--- config.mk ---
export PLATFORM = sky130hd
export DESIGN_NAME = ntc_divider_table_temperature_flat
export DESIGN_NICKNAME = d
export VERILOG_FILES = /design/src/rtl/ndt_pkg.sv /design/src/rtl/ndt_if.sv /design/src/rtl/ndt_datapath.sv /design/src/rtl/ndt_controller.sv /design/src/rtl/ntc_divider_table_temperature.sv /design/src/flat_wrapper.sv
export SDC_FILE = /design/constraint.sdc
export NUM_CORES = 2
export LEC_CHECK = 0
export BUFFER_PORTS_ARGS = -buffer_cell sky130_fd_sc_hd__buf_2
export CAP_MARGIN = 10
export CORE_AREA = 2 2 439 441
export CTS_CLUSTER_DIAMETER = 80
export CTS_CLUSTER_SIZE = 30
export DETAILED_ROUTE_END_ITERATION = 8
export DIE_AREA = 0 0 441 443
export GPL_ROUTABILITY_DRIVEN = 1
export PLACE_DENSITY = 0.58
export REMOVE_ABC_BUFFERS = 1
export SLEW_MARGIN = 20
export SYNTH_ARGS = -nofsm -noshare
export SYNTH_HDL_FRONTEND = slang
export SYNTH_SLANG_ARGS = --single-unit
export TNS_END_PERCENT = 1
--- constraint.sdc ---
create_clock -name clk -period 15 [get_ports clk]
set_input_delay 3 -clock clk [delete_from_list [all_inputs] [get_ports clk]]
set_output_delay 3 -clock clk [all_outputs]
set_load 0.005 [all_outputs]
--- src/rtl/ndt_pkg.sv ---
// ndt_pkg: widths, thermistor tables, codes and controller/datapath types
// for the NTC divider temperature block. No dependencies.
`default_nettype none

package ndt_pkg;

    localparam int TABLE_SIZE = 42;
    localparam int IDX_W      = $clog2(TABLE_SIZE);
    localparam int RES_W      = 27;
    localparam int TT_W       = 12;

    localparam int ADC_W      = 14;
    localparam int SUPPLY_W   = 14;
    localparam int RF_OHM_W   = 20;
    localparam int TEMP_W     = 16;
    localparam int STATUS_W   = 2;
    localparam int CFG_IDX_W  = 2;
    localparam int CFG_DATA_W = 20;

    localparam int RSUM_W  = RES_W + 1;
    localparam int DT_W    = TT_W + 1;
    localparam int MUL_A_W = 42;
    localparam int MUL_B_W = 15;
    localparam int PROD_W  = MUL_A_W + MUL_B_W;
    localparam int NUM_W   = 42;
    localparam int DEN_W   = 15;
    localparam int N_W     = 56;
    localparam int QUO_W   = TT_W;
    localparam int CNT_W   = $clog2(QUO_W);

    localparam int OHM_TO_CENTI = 100;

    localparam logic [IDX_W-1:0] LAST_IDX = IDX_W'(TABLE_SIZE - 1);

    localparam logic [RES_W-1:0] TABLE_RES [TABLE_SIZE] = '{
        27'd96158000, 27'd66892000, 27'd47127000, 27'd33606000, 27'd24243000,
        27'd17681000, 27'd13032000, 27'd9702000,  27'd7292300,  27'd5531400,
        27'd4232500,  27'd3265700,  27'd2540000,  27'd1990700,  27'd1571600,
        27'd1249400,  27'd1000000,  27'd805520,   27'd652880,   27'd532290,
        27'd436450,   27'd359810,   27'd298190,   27'd248370,   27'd207870,
        27'd174790,   27'd147630,   27'd125230,   27'd106670,   27'd91227,
        27'd78319,    27'd67488,    27'd58363,    27'd50647,    27'd44098,
        27'd38520,    27'd33752,    27'd29663,    27'd26146,    27'd23111,
        27'd20484,    27'd18203
    };

    localparam logic signed [TT_W-1:0] TABLE_TEMP [TABLE_SIZE] = '{
        -12'sd550, -12'sd500, -12'sd450, -12'sd400, -12'sd350, -12'sd300,
        -12'sd250, -12'sd200, -12'sd150, -12'sd100, -12'sd50,  12'sd0,
        12'sd50,   12'sd100,  12'sd150,  12'sd200,  12'sd250,  12'sd300,
        12'sd350,  12'sd400,  12'sd450,  12'sd500,  12'sd550,  12'sd600,
        12'sd650,  12'sd700,  12'sd750,  12'sd800,  12'sd850,  12'sd900,
        12'sd950,  12'sd1000, 12'sd1050, 12'sd1100, 12'sd1150, 12'sd1200,
        12'sd1250, 12'sd1300, 12'sd1350, 12'sd1400, 12'sd1450, 12'sd1500
    };

    localparam logic [RES_W-1:0] RES_FIRST = TABLE_RES[0];
    localparam logic [RES_W-1:0] RES_LAST  = TABLE_RES[TABLE_SIZE-1];

    localparam logic signed [TEMP_W-1:0] TEMP_MIN   = -16'sd550;
    localparam logic signed [TEMP_W-1:0] TEMP_MAX   = 16'sd1500;
    localparam logic signed [TEMP_W-1:0] TEMP_ABOVE = -16'sd32768;
    localparam logic signed [TEMP_W-1:0] TEMP_BELOW = 16'sd32767;

    localparam logic [STATUS_W-1:0] STAT_VALID = 2'd0;
    localparam logic [STATUS_W-1:0] STAT_ABOVE = 2'd1;
    localparam logic [STATUS_W-1:0] STAT_BELOW = 2'd2;

    localparam logic [CFG_IDX_W-1:0] REG_SUPPLY_MV          = 2'd0;
    localparam logic [CFG_IDX_W-1:0] REG_FIXED_RESISTOR_OHM = 2'd1;
    localparam logic [CFG_IDX_W-1:0] REG_NTC_IS_UPPER       = 2'd2;

    localparam logic [SUPPLY_W-1:0] SUPPLY_RESET = 14'd3000;
    localparam logic [RF_OHM_W-1:0] RF_RESET     = 20'd10000;

    typedef logic [IDX_W-1:0] idx_t;

    typedef enum logic [4:0] {
        ST_IDLE, ST_PREP, ST_A1, ST_A2, ST_A3, ST_B2, ST_B3, ST_NUMDEN,
        ST_CL1, ST_CL2, ST_CL3, ST_SCAN0, ST_SCAN, ST_SEG_D, ST_SEG_X,
        ST_SEG_N1, ST_SEG_N2, ST_SEG_N3, ST_DIV0, ST_DIV, ST_FINISH
    } state_t;

    typedef enum logic [4:0] {
        OP_NONE, OP_CAPTURE, OP_PREP, OP_SAVE, OP_ABOVE, OP_BELOW, OP_NUM,
        OP_CLAMP_HI, OP_CLAMP_LO, OP_SCAN_INIT, OP_SCAN, OP_D, OP_X, OP_N,
        OP_NACC, OP_DIV_INIT, OP_DIV_STEP
    } dp_op_t;

    typedef enum logic [3:0] {
        MUL_NONE, MUL_A1, MUL_A2, MUL_B1, MUL_B2, MUL_NUM, MUL_R0_DEN,
        MUL_RL_DEN, MUL_SCAN, MUL_DIFF, MUL_RA_DEN, MUL_TA_D, MUL_DT_X
    } mul_sel_t;

    typedef struct packed {
        dp_op_t   op;
        mul_sel_t mul;
        logic     load_out;
    } ndt_cmd_t;

    typedef struct packed {
        logic gt_save;
        logic lt_save;
        logic num_gt;
        logic scan_hit;
        logic div_last;
    } ndt_stat_t;

endpackage

`default_nettype wire

--- src/rtl/ndt_if.sv ---
// ndt_if: valid/ready channel interfaces for sample, result and config words.
// Depends on ndt_pkg for field widths.
`default_nettype none

interface ndt_in_if
    import ndt_pkg::*;
    ();
    logic             valid;
    logic             ready;
    logic [ADC_W-1:0] adc_mv;

    modport source (output valid, output adc_mv, input ready);
    modport sink   (input valid, input adc_mv, output ready);
endinterface

interface ndt_out_if
    import ndt_pkg::*;
    ();
    logic                     valid;
    logic                     ready;
    logic signed [TEMP_W-1:0] temp_ddegc;
    logic [STATUS_W-1:0]      range_status;

    modport source (output valid, output temp_ddegc, output range_status, input ready);
    modport sink   (input valid, input temp_ddegc, input range_status, output ready);
endinterface

interface ndt_cfg_if
    import ndt_pkg::*;
    ();
    logic                  valid;
    logic                  ready;
    logic [CFG_IDX_W-1:0]  index;
    logic [CFG_DATA_W-1:0] data;

    modport source (output valid, output index, output data, input ready);
    modport sink   (input valid, input index, input data, output ready);
endinterface

`default_nettype wire

--- src/rtl/ndt_datapath.sv ---
// ndt_datapath: shared multiplier, range checks, table scan, interpolation
// and restoring divider. Depends on ndt_pkg; driven by ndt_controller.
`default_nettype none

module ndt_datapath
    import ndt_pkg::*;
(
    input  logic                     clk,
    input  ndt_cmd_t                 cmd,
    output ndt_stat_t                stat,
    input  logic [ADC_W-1:0]         adc_mv,
    input  logic [SUPPLY_W-1:0]      supply_mv,
    input  logic [RF_OHM_W-1:0]      fixed_resistor_ohm,
    input  logic                     ntc_is_upper,
    output logic signed [TEMP_W-1:0] temp_ddegc,
    output logic [STATUS_W-1:0]      range_status
);

    logic [ADC_W-1:0]          adc_reg;
    logic [SUPPLY_W-1:0]       vs_reg;
    logic                      upper_reg;
    logic [RES_W-1:0]          rf_reg;
    logic [RSUM_W-1:0]         rsum_hi_reg;
    logic [RSUM_W-1:0]         rsum_lo_reg;
    logic signed [PROD_W-1:0]  prod_reg;
    logic signed [PROD_W-1:0]  save_reg;
    logic signed [NUM_W-1:0]   num_reg;
    logic signed [DEN_W-1:0]   den_reg;
    idx_t                      idx_reg;
    idx_t                      seg_reg;
    logic signed [NUM_W-1:0]   d_reg;
    logic signed [NUM_W-1:0]   x_reg;
    logic signed [N_W-1:0]     n_reg;
    logic [N_W-1:0]            rem_reg;
    logic [N_W-1:0]            dsh_reg;
    logic [QUO_W-1:0]          quo_reg;
    logic                      neg_reg;
    logic [CNT_W-1:0]          cnt_reg;
    logic [STATUS_W-1:0]       status_reg;
    logic signed [TEMP_W-1:0]  temp_out_reg;
    logic [STATUS_W-1:0]       status_out_reg;

    logic signed [MUL_A_W-1:0] mul_a;
    logic signed [MUL_B_W-1:0] mul_b;
    logic signed [PROD_W-1:0]  mul_p;
    logic signed [DEN_W-1:0]   diff_vs;
    idx_t                      seg_nxt;
    idx_t                      scan_addr;
    logic signed [RES_W:0]     seg_diff;
    logic signed [TT_W-1:0]    ta;
    logic signed [TT_W-1:0]    tb;
    logic signed [DT_W-1:0]    dt;
    logic signed [PROD_W-1:0]  num_ext;
    logic [NUM_W-1:0]          d_abs;
    logic [N_W-1:0]            n_abs;
    logic [TEMP_W-1:0]         quo_ext;

    assign diff_vs  = $signed({1'b0, vs_reg}) - $signed({1'b0, adc_reg});
    assign seg_nxt  = seg_reg + IDX_W'(1);
    assign ta       = TABLE_TEMP[seg_reg];
    assign tb       = TABLE_TEMP[seg_nxt];
    assign dt       = DT_W'(tb) - DT_W'(ta);
    assign seg_diff = $signed({1'b0, TABLE_RES[seg_nxt]}) - $signed({1'b0, TABLE_RES[seg_reg]});
    assign num_ext  = PROD_W'(num_reg);
    assign d_abs    = d_reg[NUM_W-1] ? $unsigned(-d_reg) : $unsigned(d_reg);
    assign n_abs    = n_reg[N_W-1] ? $unsigned(-n_reg) : $unsigned(n_reg);
    assign quo_ext  = {{(TEMP_W-QUO_W){1'b0}}, quo_reg};

    always_comb
    begin
        if (cmd.op == OP_SCAN_INIT)
        begin
            scan_addr = IDX_W'(1);
        end
        else if (idx_reg == LAST_IDX)
        begin
            scan_addr = idx_reg;
        end
        else
        begin
            scan_addr = idx_reg + IDX_W'(1);
        end
    end

    always_comb
    begin
        mul_a = '0;
        mul_b = '0;
        case (cmd.mul)
            MUL_A1:
            begin
                mul_a = MUL_A_W'(upper_reg ? rsum_lo_reg : rsum_hi_reg);
                mul_b = MUL_B_W'(adc_reg);
            end
            MUL_A2:
            begin
                mul_a = MUL_A_W'(upper_reg ? rf_reg : RES_FIRST);
                mul_b = MUL_B_W'(vs_reg);
            end
            MUL_B1:
            begin
                mul_a = MUL_A_W'(upper_reg ? rsum_hi_reg : rsum_lo_reg);
                mul_b = MUL_B_W'(adc_reg);
            end
            MUL_B2:
            begin
                mul_a = MUL_A_W'(upper_reg ? rf_reg : RES_LAST);
                mul_b = MUL_B_W'(vs_reg);
            end
            MUL_NUM:
            begin
                mul_a = MUL_A_W'(rf_reg);
                mul_b = upper_reg ? diff_vs : MUL_B_W'(adc_reg);
            end
            MUL_R0_DEN:
            begin
                mul_a = MUL_A_W'(RES_FIRST);
                mul_b = den_reg;
            end
            MUL_RL_DEN:
            begin
                mul_a = MUL_A_W'(RES_LAST);
                mul_b = den_reg;
            end
            MUL_SCAN:
            begin
                mul_a = MUL_A_W'(TABLE_RES[scan_addr]);
                mul_b = den_reg;
            end
            MUL_DIFF:
            begin
                mul_a = MUL_A_W'(seg_diff);
                mul_b = den_reg;
            end
            MUL_RA_DEN:
            begin
                mul_a = MUL_A_W'(TABLE_RES[seg_reg]);
                mul_b = den_reg;
            end
            MUL_TA_D:
            begin
                mul_a = d_reg;
                mul_b = MUL_B_W'(ta);
            end
            MUL_DT_X:
            begin
                mul_a = x_reg;
                mul_b = MUL_B_W'(dt);
            end
            default:
            begin
                mul_a = '0;
                mul_b = '0;
            end
        endcase
    end

    assign mul_p = mul_a * mul_b;

    assign stat.gt_save  = save_reg > prod_reg;
    assign stat.lt_save  = save_reg < prod_reg;
    assign stat.num_gt   = num_ext > prod_reg;
    assign stat.scan_hit = (prod_reg > num_ext) && (idx_reg != LAST_IDX);
    assign stat.div_last = cnt_reg == '0;

    always_ff @(posedge clk)
    begin
        prod_reg <= mul_p;
        case (cmd.op)
            OP_CAPTURE:
            begin
                adc_reg    <= adc_mv;
                vs_reg     <= supply_mv;
                upper_reg  <= ntc_is_upper;
                rf_reg     <= RES_W'(fixed_resistor_ohm) * RES_W'(OHM_TO_CENTI);
                status_reg <= STAT_VALID;
            end
            OP_PREP:
            begin
                rsum_hi_reg <= RSUM_W'(rf_reg) + RSUM_W'(RES_FIRST);
                rsum_lo_reg <= RSUM_W'(rf_reg) + RSUM_W'(RES_LAST);
            end
            OP_SAVE:
            begin
                save_reg <= prod_reg;
            end
            OP_ABOVE:
            begin
                if (stat.gt_save)
                begin
                    status_reg <= STAT_ABOVE;
                end
            end
            OP_BELOW:
            begin
                if (stat.lt_save)
                begin
                    status_reg <= STAT_BELOW;
                end
                den_reg <= upper_reg ? DEN_W'(adc_reg) : diff_vs;
            end
            OP_NUM:
            begin
                // zero or negative divider current: take the top of the table
                if (den_reg[DEN_W-1] || (den_reg == '0))
                begin
                    num_reg <= NUM_W'(RES_FIRST);
                    den_reg <= DEN_W'(1);
                end
                else
                begin
                    num_reg <= $signed(prod_reg[NUM_W-1:0]);
                end
            end
            OP_CLAMP_HI:
            begin
                if (stat.num_gt)
                begin
                    num_reg <= NUM_W'(RES_FIRST);
                    den_reg <= DEN_W'(1);
                end
            end
            OP_CLAMP_LO:
            begin
                if (num_ext < prod_reg)
                begin
                    num_reg <= NUM_W'(RES_LAST);
                    den_reg <= DEN_W'(1);
                end
            end
            OP_SCAN_INIT:
            begin
                idx_reg <= IDX_W'(1);
                seg_reg <= '0;
            end
            OP_SCAN:
            begin
                if (stat.scan_hit)
                begin
                    seg_reg <= idx_reg;
                    idx_reg <= idx_reg + IDX_W'(1);
                end
            end
            OP_D:
            begin
                d_reg <= $signed(prod_reg[NUM_W-1:0]);
            end
            OP_X:
            begin
                x_reg <= num_reg - $signed(prod_reg[NUM_W-1:0]);
            end
            OP_N:
            begin
                n_reg <= $signed(prod_reg[N_W-1:0]);
            end
            OP_NACC:
            begin
                n_reg <= n_reg + $signed(prod_reg[N_W-1:0]);
            end
            OP_DIV_INIT:
            begin
                rem_reg <= n_abs;
                dsh_reg <= N_W'({d_abs, {(QUO_W-1){1'b0}}});
                neg_reg <= n_reg[N_W-1] ^ d_reg[NUM_W-1];
                quo_reg <= '0;
                cnt_reg <= CNT_W'(QUO_W - 1);
            end
            OP_DIV_STEP:
            begin
                if (rem_reg >= dsh_reg)
                begin
                    rem_reg <= rem_reg - dsh_reg;
                    quo_reg <= {quo_reg[QUO_W-2:0], 1'b1};
                end
                else
                begin
                    quo_reg <= {quo_reg[QUO_W-2:0], 1'b0};
                end
                dsh_reg <= dsh_reg >> 1;
                cnt_reg <= cnt_reg - CNT_W'(1);
            end
            default:
            begin
            end
        endcase

        if (cmd.load_out)
        begin
            status_out_reg <= status_reg;
            case (status_reg)
                STAT_ABOVE: temp_out_reg <= TEMP_ABOVE;
                STAT_BELOW: temp_out_reg <= TEMP_BELOW;
                default:    temp_out_reg <= neg_reg ? $signed(-quo_ext) : $signed(quo_ext);
            endcase
        end
    end

    assign temp_ddegc   = temp_out_reg;
    assign range_status = status_out_reg;

endmodule

`default_nettype wire

--- src/rtl/ndt_controller.sv ---
// ndt_controller: sequencer for range check, clamp, table scan, interpolation
// and division; owns the result valid flag. Depends on ndt_pkg.
`default_nettype none

module ndt_controller
    import ndt_pkg::*;
(
    input  logic      clk,
    input  logic      rst_n,
    input  logic      sample_valid,
    output logic      sample_ready,
    output logic      result_valid,
    input  logic      result_ready,
    input  ndt_stat_t stat,
    output ndt_cmd_t  cmd
);

    state_t state_reg;
    state_t state_next;
    logic   out_valid_reg;
    logic   load_ok;

    assign load_ok = !out_valid_reg || result_ready;

    always_ff @(posedge clk or negedge rst_n)
    begin
        if (!rst_n)
        begin
            state_reg     <= ST_IDLE;
            out_valid_reg <= 1'b0;
        end
        else
        begin
            state_reg <= state_next;
            if (cmd.load_out)
            begin
                out_valid_reg <= 1'b1;
            end
            else if (result_ready)
            begin
                out_valid_reg <= 1'b0;
            end
        end
    end

    always_comb
    begin
        state_next = state_reg;
        case (state_reg)
            ST_IDLE:   state_next = sample_valid ? ST_PREP : ST_IDLE;
            ST_PREP:   state_next = ST_A1;
            ST_A1:     state_next = ST_A2;
            ST_A2:     state_next = ST_A3;
            ST_A3:     state_next = stat.gt_save ? ST_FINISH : ST_B2;
            ST_B2:     state_next = ST_B3;
            ST_B3:     state_next = stat.lt_save ? ST_FINISH : ST_NUMDEN;
            ST_NUMDEN: state_next = ST_CL1;
            ST_CL1:    state_next = ST_CL2;
            ST_CL2:    state_next = stat.num_gt ? ST_SCAN0 : ST_CL3;
            ST_CL3:    state_next = ST_SCAN0;
            ST_SCAN0:  state_next = ST_SCAN;
            ST_SCAN:   state_next = stat.scan_hit ? ST_SCAN : ST_SEG_D;
            ST_SEG_D:  state_next = ST_SEG_X;
            ST_SEG_X:  state_next = ST_SEG_N1;
            ST_SEG_N1: state_next = ST_SEG_N2;
            ST_SEG_N2: state_next = ST_SEG_N3;
            ST_SEG_N3: state_next = ST_DIV0;
            ST_DIV0:   state_next = ST_DIV;
            ST_DIV:    state_next = stat.div_last ? ST_FINISH : ST_DIV;
            ST_FINISH: state_next = load_ok ? ST_IDLE : ST_FINISH;
            default:   state_next = ST_IDLE;
        endcase
    end

    always_comb
    begin
        sample_ready = 1'b0;
        cmd.op       = OP_NONE;
        cmd.mul      = MUL_NONE;
        cmd.load_out = 1'b0;
        case (state_reg)
            ST_IDLE:
            begin
                sample_ready = 1'b1;
                cmd.op       = sample_valid ? OP_CAPTURE : OP_NONE;
            end
            ST_PREP:   cmd.op = OP_PREP;
            ST_A1:     cmd.mul = MUL_A1;
            ST_A2:
            begin
                cmd.mul = MUL_A2;
                cmd.op  = OP_SAVE;
            end
            ST_A3:
            begin
                cmd.mul = MUL_B1;
                cmd.op  = OP_ABOVE;
            end
            ST_B2:
            begin
                cmd.mul = MUL_B2;
                cmd.op  = OP_SAVE;
            end
            ST_B3:
            begin
                cmd.mul = MUL_NUM;
                cmd.op  = OP_BELOW;
            end
            ST_NUMDEN: cmd.op = OP_NUM;
            ST_CL1:    cmd.mul = MUL_R0_DEN;
            ST_CL2:
            begin
                cmd.mul = MUL_RL_DEN;
                cmd.op  = OP_CLAMP_HI;
            end
            ST_CL3:    cmd.op = OP_CLAMP_LO;
            ST_SCAN0:
            begin
                cmd.mul = MUL_SCAN;
                cmd.op  = OP_SCAN_INIT;
            end
            ST_SCAN:
            begin
                cmd.mul = MUL_SCAN;
                cmd.op  = OP_SCAN;
            end
            ST_SEG_D:  cmd.mul = MUL_DIFF;
            ST_SEG_X:
            begin
                cmd.mul = MUL_RA_DEN;
                cmd.op  = OP_D;
            end
            ST_SEG_N1:
            begin
                cmd.mul = MUL_TA_D;
                cmd.op  = OP_X;
            end
            ST_SEG_N2:
            begin
                cmd.mul = MUL_DT_X;
                cmd.op  = OP_N;
            end
            ST_SEG_N3: cmd.op = OP_NACC;
            ST_DIV0:   cmd.op = OP_DIV_INIT;
            ST_DIV:    cmd.op = OP_DIV_STEP;
            ST_FINISH: cmd.load_out = load_ok;
            default:
            begin
                sample_ready = 1'b0;
            end
        endcase
    end

    assign result_valid = out_valid_reg;

endmodule

`default_nettype wire

--- src/rtl/ntc_divider_table_temperature.sv ---
// ntc_divider_table_temperature: top level with config registers, controller
// and datapath. Depends on ndt_pkg, ndt_if, ndt_controller, ndt_datapath.
//
// Usage:
//   sample : valid/ready word carrying adc_mv, the divider voltage in mV.
//   result : valid/ready word carrying temp_ddegc (0.1 degC) and range_status
//            (0 valid, 1 voltage above range, 2 voltage below range).
//   cfg    : write word; index 0 supply_mv, 1 fixed_resistor_ohm, 2 ntc_is_upper.
//            Always ready; write only while no sample is in flight.
//   One sample is processed at a time. An above-range result is ready soonest,
//   then a below-range one; an in-range voltage takes longer, more so for a
//   higher seg (0..40), the table segment found. That time is set by the
//   linear table scan (one product per cycle on the shared 42x15 multiplier)
//   and the 12-step restoring divider. The next sample can be taken in the
//   cycle after the result is registered.
//   A finished result waits in the output register; if the receiver stalls
//   while a new result is ready, the sequencer holds until the slot frees.
//   Reset empties the output and restores supply 3000 mV, 10 kohm, lower NTC.
`default_nettype none

module ntc_divider_table_temperature
    import ndt_pkg::*;
(
    input  logic        clk,
    input  logic        rst_n,
    ndt_in_if.sink      sample,
    ndt_out_if.source   result,
    ndt_cfg_if.sink     cfg
);

    logic [SUPPLY_W-1:0] supply_mv_reg;
    logic [RF_OHM_W-1:0] fixed_resistor_ohm_reg;
    logic                ntc_is_upper_reg;
    ndt_cmd_t            cmd;
    ndt_stat_t           stat;

    assign cfg.ready = 1'b1;

    always_ff @(posedge clk or negedge rst_n)
    begin
        if (!rst_n)
        begin
            supply_mv_reg          <= SUPPLY_RESET;
            fixed_resistor_ohm_reg <= RF_RESET;
            ntc_is_upper_reg       <= 1'b0;
        end
        else if (cfg.valid)
        begin
            case (cfg.index)
                REG_SUPPLY_MV:          supply_mv_reg          <= cfg.data[SUPPLY_W-1:0];
                REG_FIXED_RESISTOR_OHM: fixed_resistor_ohm_reg <= cfg.data[RF_OHM_W-1:0];
                REG_NTC_IS_UPPER:       ntc_is_upper_reg       <= cfg.data[0];
                default:
                begin
                end
            endcase
        end
    end

    ndt_controller u_ctrl (
        .clk          (clk),
        .rst_n        (rst_n),
        .sample_valid (sample.valid),
        .sample_ready (sample.ready),
        .result_valid (result.valid),
        .result_ready (result.ready),
        .stat         (stat),
        .cmd          (cmd)
    );

    ndt_datapath u_dp (
        .clk                (clk),
        .cmd                (cmd),
        .stat               (stat),
        .adc_mv             (sample.adc_mv),
        .supply_mv          (supply_mv_reg),
        .fixed_resistor_ohm (fixed_resistor_ohm_reg),
        .ntc_is_upper       (ntc_is_upper_reg),
        .temp_ddegc         (result.temp_ddegc),
        .range_status       (result.range_status)
    );

    a_busy_after_accept: assert property (@(posedge clk) disable iff (!rst_n)
        (sample.valid && sample.ready) |=> !sample.ready)
        else $error("sample accepted while a word is in flight");

    a_no_overwrite: assert property (@(posedge clk) disable iff (!rst_n)
        cmd.load_out |-> (!result.valid || result.ready))
        else $error("pending result word overwritten");

    a_temp_in_table: assert property (@(posedge clk) disable iff (!rst_n)
        (result.valid && (result.range_status == STAT_VALID)) |->
        ((result.temp_ddegc >= TEMP_MIN) && (result.temp_ddegc <= TEMP_MAX)))
        else $error("interpolated temperature outside table span");

    a_range_marks: assert property (@(posedge clk) disable iff (!rst_n)
        (result.valid && (result.range_status != STAT_VALID)) |->
        (((result.range_status == STAT_ABOVE) && (result.temp_ddegc == TEMP_ABOVE)) ||
         ((result.range_status == STAT_BELOW) && (result.temp_ddegc == TEMP_BELOW))))
        else $error("out-of-range word carries wrong mark");

endmodule

`default_nettype wire

--- src/flat_wrapper.sv ---
// flat-port wrapper written by rule: the top's interface ports become plain ports
module ntc_divider_table_temperature_flat import ndt_pkg::*;
  (clk, rst_n, sample_valid, sample_adc_mv, sample_ready, result_valid, result_temp_ddegc, result_range_status, result_ready, cfg_valid, cfg_index, cfg_data, cfg_ready);
  ndt_in_if sample_i ();
  ndt_out_if result_i ();
  ndt_cfg_if cfg_i ();
  input  logic clk;
  input  logic rst_n;
  input wire logic [$bits(sample_i.valid)-1:0] sample_valid;
  input wire logic [$bits(sample_i.adc_mv)-1:0] sample_adc_mv;
  output wire logic [$bits(sample_i.ready)-1:0] sample_ready;
  output wire logic [$bits(result_i.valid)-1:0] result_valid;
  output wire logic [$bits(result_i.temp_ddegc)-1:0] result_temp_ddegc;
  output wire logic [$bits(result_i.range_status)-1:0] result_range_status;
  input wire logic [$bits(result_i.ready)-1:0] result_ready;
  input wire logic [$bits(cfg_i.valid)-1:0] cfg_valid;
  input wire logic [$bits(cfg_i.index)-1:0] cfg_index;
  input wire logic [$bits(cfg_i.data)-1:0] cfg_data;
  output wire logic [$bits(cfg_i.ready)-1:0] cfg_ready;
  assign sample_i.valid = sample_valid;
  assign sample_i.adc_mv = sample_adc_mv;
  assign sample_ready = sample_i.ready;
  assign result_valid = result_i.valid;
  assign result_temp_ddegc = result_i.temp_ddegc;
  assign result_range_status = result_i.range_status;
  assign result_i.ready = result_ready;
  assign cfg_i.valid = cfg_valid;
  assign cfg_i.index = cfg_index;
  assign cfg_i.data = cfg_data;
  assign cfg_ready = cfg_i.ready;
  ntc_divider_table_temperature u_core (.clk(clk), .rst_n(rst_n), .sample(sample_i), .result(result_i), .cfg(cfg_i));
endmodule
# [Yosys cells after proc, flatten, opt, wreduce, memory -nomap -nowiden]
# Memory sizes are Yosys's and may differ from the RTL's.
# Index checks and enable logic that the tools add are counted.
[word_totals] ff_bits=623 mem_bits_ro=6720 inputBits=41 output_inout_bits=21 elab_cells=211 n_memories=5
[memory_table] memory="(no name shown)" words=64 width=27 read_ports=1 rd_ports_with_merged_regs=0 wr=0 line_no="ndt_datapath.sv:137" text="mul_a = MUL_A_W'(TABLE_RES[seg_reg]);"
[memory_table] memory="(no name shown)" words=64 width=27 read_ports=1 rd_ports_with_merged_regs=0 wr=0 line_no="ndt_datapath.sv:127" text="mul_a = MUL_A_W'(TABLE_RES[scan_addr]);"
[memory_table] memory="(no name shown)" words=64 width=27 read_ports=1 rd_ports_with_merged_regs=0 wr=0 line_no="ndt_datapath.sv:63" text="assign seg_diff = $signed({1'b0, TABLE_RES[seg_nxt]}) - $signed({1'b0, TABLE_RES[seg_reg]});"
[memory_table] memory="(no name shown)" words=64 width=12 read_ports=1 rd_ports_with_merged_regs=0 wr=0 line_no="ndt_datapath.sv:61" text="assign tb = TABLE_TEMP[seg_nxt];"
[memory_table] memory="(no name shown)" words=64 width=12 read_ports=1 rd_ports_with_merged_regs=0 wr=0 line_no="ndt_datapath.sv:60" text="assign ta = TABLE_TEMP[seg_reg];"
[op_classes] add_sub_neg=14 n_mul=2 n_lt_le_gt_ge=9 eq_ne=61 muxes=60 n_bitwise=4 n_reduce_logical=28
[ops] op="42-bit case mux with 12 select lines" count=1
[ops] op="56-bit case mux with 2 select lines" count=3
[ops] op="27-bit two-way mux" count=8
[ops] op="42-bit two-way mux" count=4
[ops] op="42-bit case mux with 3 select lines" count=1
[ops] op="56-bit two-way mux" count=2
[ops] op="5-bit case mux with 21 select lines" count=1
[ops] op="15-bit case mux with 6 select lines" count=1
[ops] op="5-bit by 4-bit == test with 1-bit output, second input constant" count=16
[ops] op="5-bit case mux with 16 select lines" count=1
[ops] op="15-bit two-way mux" count=5
[ops] op="15-bit case mux with 4 select lines" count=1
[ops] op="42-bit by 57-bit greater-than comparator with 1-bit output" count=1
[ops] op="57-bit by 42-bit greater-than comparator with 1-bit output" count=1
[ops] op="57-bit greater-than comparator" count=1
[ops] op="42-bit by 57-bit less-than comparator with 1-bit output" count=1
[ops] op="57-bit less-than comparator" count=1
[ops] op="42-bit by 15-bit multiplier with 57-bit output" count=1
[ops] op="56-bit adder" count=1
[ops] op="56-bit >= comparator" count=1
[ops] op="28-bit two-way mux" count=2
[ops] op="56-bit negator" count=1
[ops] op="56-bit subtractor" count=1
[ops] op="12-bit two-way mux" count=4
[ops] op="55 further kinds" count=118

# [Depth between registers and ports, before layout]
[depth] ltp_word=11 ltp_mapped=49 mapped_depth_nobuf=45

# [Modules after synthesis]
# From an unflattened synthesis, not the netlist that was laid out.
[hier_totals] hier_cells=7494 hier_area_um2=66622.6
[by_module_without_submodules] mod="ndt_datapath" n_inst=1 cells_each=7318 area_per_inst_um2=64590.7 seq_area_each_um2=16666.0
[by_module_without_submodules] mod="ntc_divider_table_temperature" n_inst=1 cells_each=78 area_per_inst_um2=1356.3 seq_area_each_um2=890.9
[by_module_without_submodules] mod="ndt_controller" n_inst=1 cells_each=98 area_per_inst_um2=675.6 seq_area_each_um2=150.1

# [Worst setup path before layout]
# No wires, ideal clock.
[synth_timing] path_kind="flip-flop to flip-flop" startpoint="register u_core.u_dp.seg_reg[2]" endpoint="register u_core.u_dp.prod_reg[56]" setup_time_ns=0.122 arrival_time_ns=11.198 t_required_ns=14.878 slack_ns=3.680 stages_incl_launch_ff=48 path_buffers=7 synth_period_minus_slack_ns=11.320 path_cell_list="edfxtp_1 > inv_1 > clkbuf_1 > buf_1 > ha_1 > clkbuf_1 > inv_1 > clkbuf_1 > clkbuf_1 > a31oi_1 > a21oi_1 > inv_1 > ha_1 > nor2b_1 > o21a_1 > o21ai_0 > a211oi_1 > nor3_1 > [... 12 more ...] > fa_1 > inv_1 > fa_1 > inv_1 > fa_1 > fa_1 > inv_1 > ha_1 > a21o_1 > a21oi_1 > nor2_1 > or3_1 > and3_1 > a21bo_2 > a211oi_1 > nor3_1 > mux2_2 > o311a_1"
[synth_between] elab_chain_len=8 elab_cells_between_ends=20
[synth_rtl] element="from (decl)" line_no="ndt_datapath.sv:30" text="idx_t seg_reg;"
[synth_rtl] element="from (signal assigned)" line_no="ndt_datapath.sv:240" text="seg_reg <= idx_reg;"
[synth_rtl] element="6-bit by 1-bit adder with 6-bit output" line_no="ndt_datapath.sv:59" text="assign seg_nxt = seg_reg + IDX_W'(1);"
[synth_rtl] element="6-bit NOT with 7-bit output (implied by the code)" line_no="ndt_datapath.sv:61, ndt_datapath.sv:63"
[synth_rtl] element="memory read 64 x 27 bit / memory read 64 x 12 bit (equally long branches)"
[synth_rtl] element="27-bit two-way mux (implied by the code) / 12-bit two-way mux (equally long branches) (2 in a row)" line_no="ndt_datapath.sv:63, ndt_datapath.sv:61"
[synth_rtl] element="27-bit by 27-bit subtractor with 28-bit output / 12-bit by 12-bit subtractor with 13-bit output (equally long branches)" line_no="ndt_datapath.sv:63, ndt_datapath.sv:62"
[synth_rtl] element="42-bit case mux with 12 select lines / 15-bit case mux with 6 select lines (equally long branches)" line_no="ndt_datapath.sv:89" text="case (cmd.mul)"
[synth_rtl] element="42-bit by 15-bit multiplier with 57-bit output *" line_no="ndt_datapath.sv:158" text="assign mul_p = mul_a * mul_b;"
[synth_rtl] element="named net u_core.u_dp.mul_p[56]" line_no="ndt_datapath.sv:45" text="logic signed [PROD_W-1:0] mul_p;"
[synth_rtl] element="to (signal assigned)" line_no="ndt_datapath.sv:168" text="prod_reg <= mul_p;"
[synth_rtl] element="to (decl)" line_no="ndt_datapath.sv:25" text="logic signed [PROD_W-1:0] prod_reg;"
# The timed path passes the listed nets; every way through them passes the cells marked *. The select of a mux whose other input is x is not followed.
# A chain may end at the register's enable or synchronous reset.

# [Final worst setup path]
[layout_timing] startpoint="register u_core.u_dp.seg_reg[0]" endpoint="register u_core.u_dp.prod_reg[55]"
# The elaborated chain is that of the path after synthesis.

==> summary.txt <==
CTS
  – Max clock buf depth: 3
  – CTS clock-pin slew for the worst setup and hold paths: 0.10 ns
  – Clock tree from TritonCTS: done
  – Cts hold-fix bufs: 0
  – Post-CTS sizing: 0
  – Number of buffers added for setup after CTS: 0
  – Max H-tree Level: 2
  – CTS Buf Count: 45
  – CTS Sinks: around 620
  – CTS root buf: clkbuf_16
  – Skew-Pair Late Insertion Delay: 0.69 ns

Timing
  – Final min period: between 10 and 15 ns
  – RSZ-0062 raised after global routing: false
  – Clock skew: between 0.06 and 0.07 ns
  – Setup-violating endpoint count in the final report: 0
  – Worst slew margin: approximately a fifth
  – Max Slew Vio Count: 0
  – Max frequency: about 76 MHz
  – Final hold vios: 0
  – Worst Tran Pin Value: between 1 and 1.5 ns
  – Tcrit/Tclk final: around 90%
  – Worst Slack Setup Final: approximately 1.8 ns
  – TNS Setup: 0 ns

Critical path
  – Slowest cell on crit path: ha_1
  – Worst EP arrival: roughly 14 ns
  – CP max stage delay: between 1 and 1.5 ns
  – Reg2reg path depth: 41
  – Required @ worst endpoint: between 15 and 20 ns
  – Crit end category: flip-flop
  – Crit Path Class: reg -> reg
  – Most common cell on crit path: fa_1
  – CP Max Fanout: 41
  – CP Launch Type: flip-flop

Logic synthesis
  – Largest family of logic cells by synthesized area: adder cells
  – Synth Area in Simple Gates: between 10% and 20%
  – Library cells used by synthesis: 94
  – Compound-gate portion of the synthesized area: around 17%
  – Largest area contributor in the netlist: edfxtp_1
  – Post-Synth Adder-Cell Area: around 28%
  – Synth top cells by count: nand2_1, inv_1, fa_1
  – Mean Syn Cell Area: between 8 and 9 µm²
  – Register area share after synthesis: between 20% and 30%
  – Async set-reset flop share out of synthesis: under 10%
  – Mux cell area share after synthesis: between 1 and 1.5%
  – Count leader, synth: nand2_1
  – XOR/XNOR share of the synthesized area: 5.216%
  – Synthesized area: 66500 µm²
  – Ys Warns: 0
  – Flops & latches, synth: 615
  – Synth Flop Type: edfxtp_1
  – Post-synth EDFFs: 517
  – Share of the synthesized area in the top cell type: about a quarter
  – Synthesized netlist cell count: between 7000 and 8000
  – Dominant cells by area after synthesis: edfxtp_1, fa_1, ha_1, nand2_1, inv_1

Run status
  – Status: completed

Flow run
  – Max cap viols: 0

Hold path
  – Hold Path Class: reg -> reg
  – Worst Hold Depth: 0

Detailed routing
  – # DRC: 0
  – TritonRoute pass-1 iters: 9
  – ANT nets after route: 0
  – Vias after detailed routing: 55281
  – Initial detailed-routing violation count: between 5000 and 6000
  – Detailed Route WL: between 200000 and 250000 µm
  – WL per Instance: approximately 22 µm
  – Via/cell ratio: between 5 and 6

Global route
  – Overflow left after global routing: 0
  – Antenna violations before repair: 10
  – Largest net degree at the start of global routing: about 140
  – First-pass GRT wire length: 337200 µm
  – Vias in the first global route: approximately 55000
  – GRT Util Overall: 22.22%

Die
  – Initial core utilization: between 30% and 40%
  – CORE AREA: ~190000 µm²
  – Die height: 443 µm
  – Row count: roughly 160
  – Die width: ~440 µm
  – Die area: around 200000 µm²
  – I/O pin total: 62

Placed design
  – DPL Wire Length: between 150000 and 200000 µm
  – Place WS: 1.931 ns
  – GP Congestion: between 0.9 and 1
  – Port bufs: 60

Final layout
  – Layout cells sized above 1: between 5 and 6%
  – Syn-to-layout area delta: 7.377%
  – Filler instances: 19314
  – Final #Nets: ~8500
  – Final core utilization: roughly 37%
layout by cell type (no fill, tap or decap), types with 60 or more instances in the layout:
master,n
a211oi_1,62
a21o_1,166
a21oi_1,448
a221oi_1,74
and2_1,116
buf_2,60
buf_4,112
edfxtp_1,517
fa_1,595
ha_1,516
inv_1,927
nand2_1,1005
nand2b_1,70
nand3_1,121
nor2_1,488
nor3_1,118
o21ai_0,483
xnor2_1,250
xor2_1,142
path summary, 6_finish.rpt:
| path | start | endpoint | slack [ns] |
|---|---|---|---|
| max | u_core.u_dp.seg_reg[0]$_SDFFCE_PP0P_ | u_core.u_dp.prod_reg[55]$_DFF_P_ | 1.76 |
| min reg2reg | u_core.u_dp.prod_reg[55]$_DFF_P_ | u_core.u_dp.save_reg[55]$_DFFE_PN_ | 0.46 |
| max in group asynchronous | rst_n | u_core.u_ctrl.state_reg[1]$_DFF_PN0_ | 12.19 |
| min in group asynchronous | rst_n | u_core.supply_mv_reg[12]$_DFFE_PN0P_ | 2.36 |
| max reg2reg | u_core.u_dp.seg_reg[0]$_SDFFCE_PP0P_ | u_core.u_dp.prod_reg[55]$_DFF_P_ | 1.76 |
| min | u_core.u_dp.prod_reg[55]$_DFF_P_ | u_core.u_dp.save_reg[55]$_DFFE_PN_ | 0.46 |
area by class of cell:
class	instances	area, µm²	area share (%)
antenna	2	5.005	0.007009
clock buffer	48	1167	1.635
clock inverter	36	521.8	0.7307
inverter	932	3500	4.901
multi-input combinational	5557	44160	61.84
sequential	615	17710	24.80
tap	2526	3161	4.426
timing repair buffer	175	1187	1.663
cell families after synthesis:
family | count (synthesis)
xor+xnor | 396
buf+inv | 1324
flops | 615
mux | 65
fa+ha+maj | 1111
simple gates | 2229
compound gates | 1755
other cells | 1
per-stage QoR:
step / cell area, µm² / hold slack (ns) / std cells
final: 71400 / 0.4618 / 9891
after global routing: 71400 / 0.4735 / 9890
after CTS: 71380 / 0.4597 / 9888
after detailed placement: 69690 / 0.4378 / 9804
after global placement: 69670 / 0.4265 / 9803
after floorplan: 65010 / 0.4082 / 7104
metal layers:
layer / GRT usage, % / vias to the layer above / part of all wire [%]
met1: 31.06 / 27487 / 44
met2: 35.19 / 2140 / 45
li1: - / 25296 / -
met4: 7.081 / 12 / 3.5
met3: 3.256 / 346 / 7.6
met5: 0 / - / 0.035
worst max-delay path, delay by kind of cell, from the launching register on:
family	cells	cell delay (ns)
compound gates	21	4.70
xor+xnor	1	0.13
flops	1	0.37
fa+ha+maj	9	5.03
buf+inv	6	1.59
simple gates	4	1.20
Power is left out: the tool's default activity adds up to more than one toggle a clock period on the data nets, which glitch-free logic cannot reach.
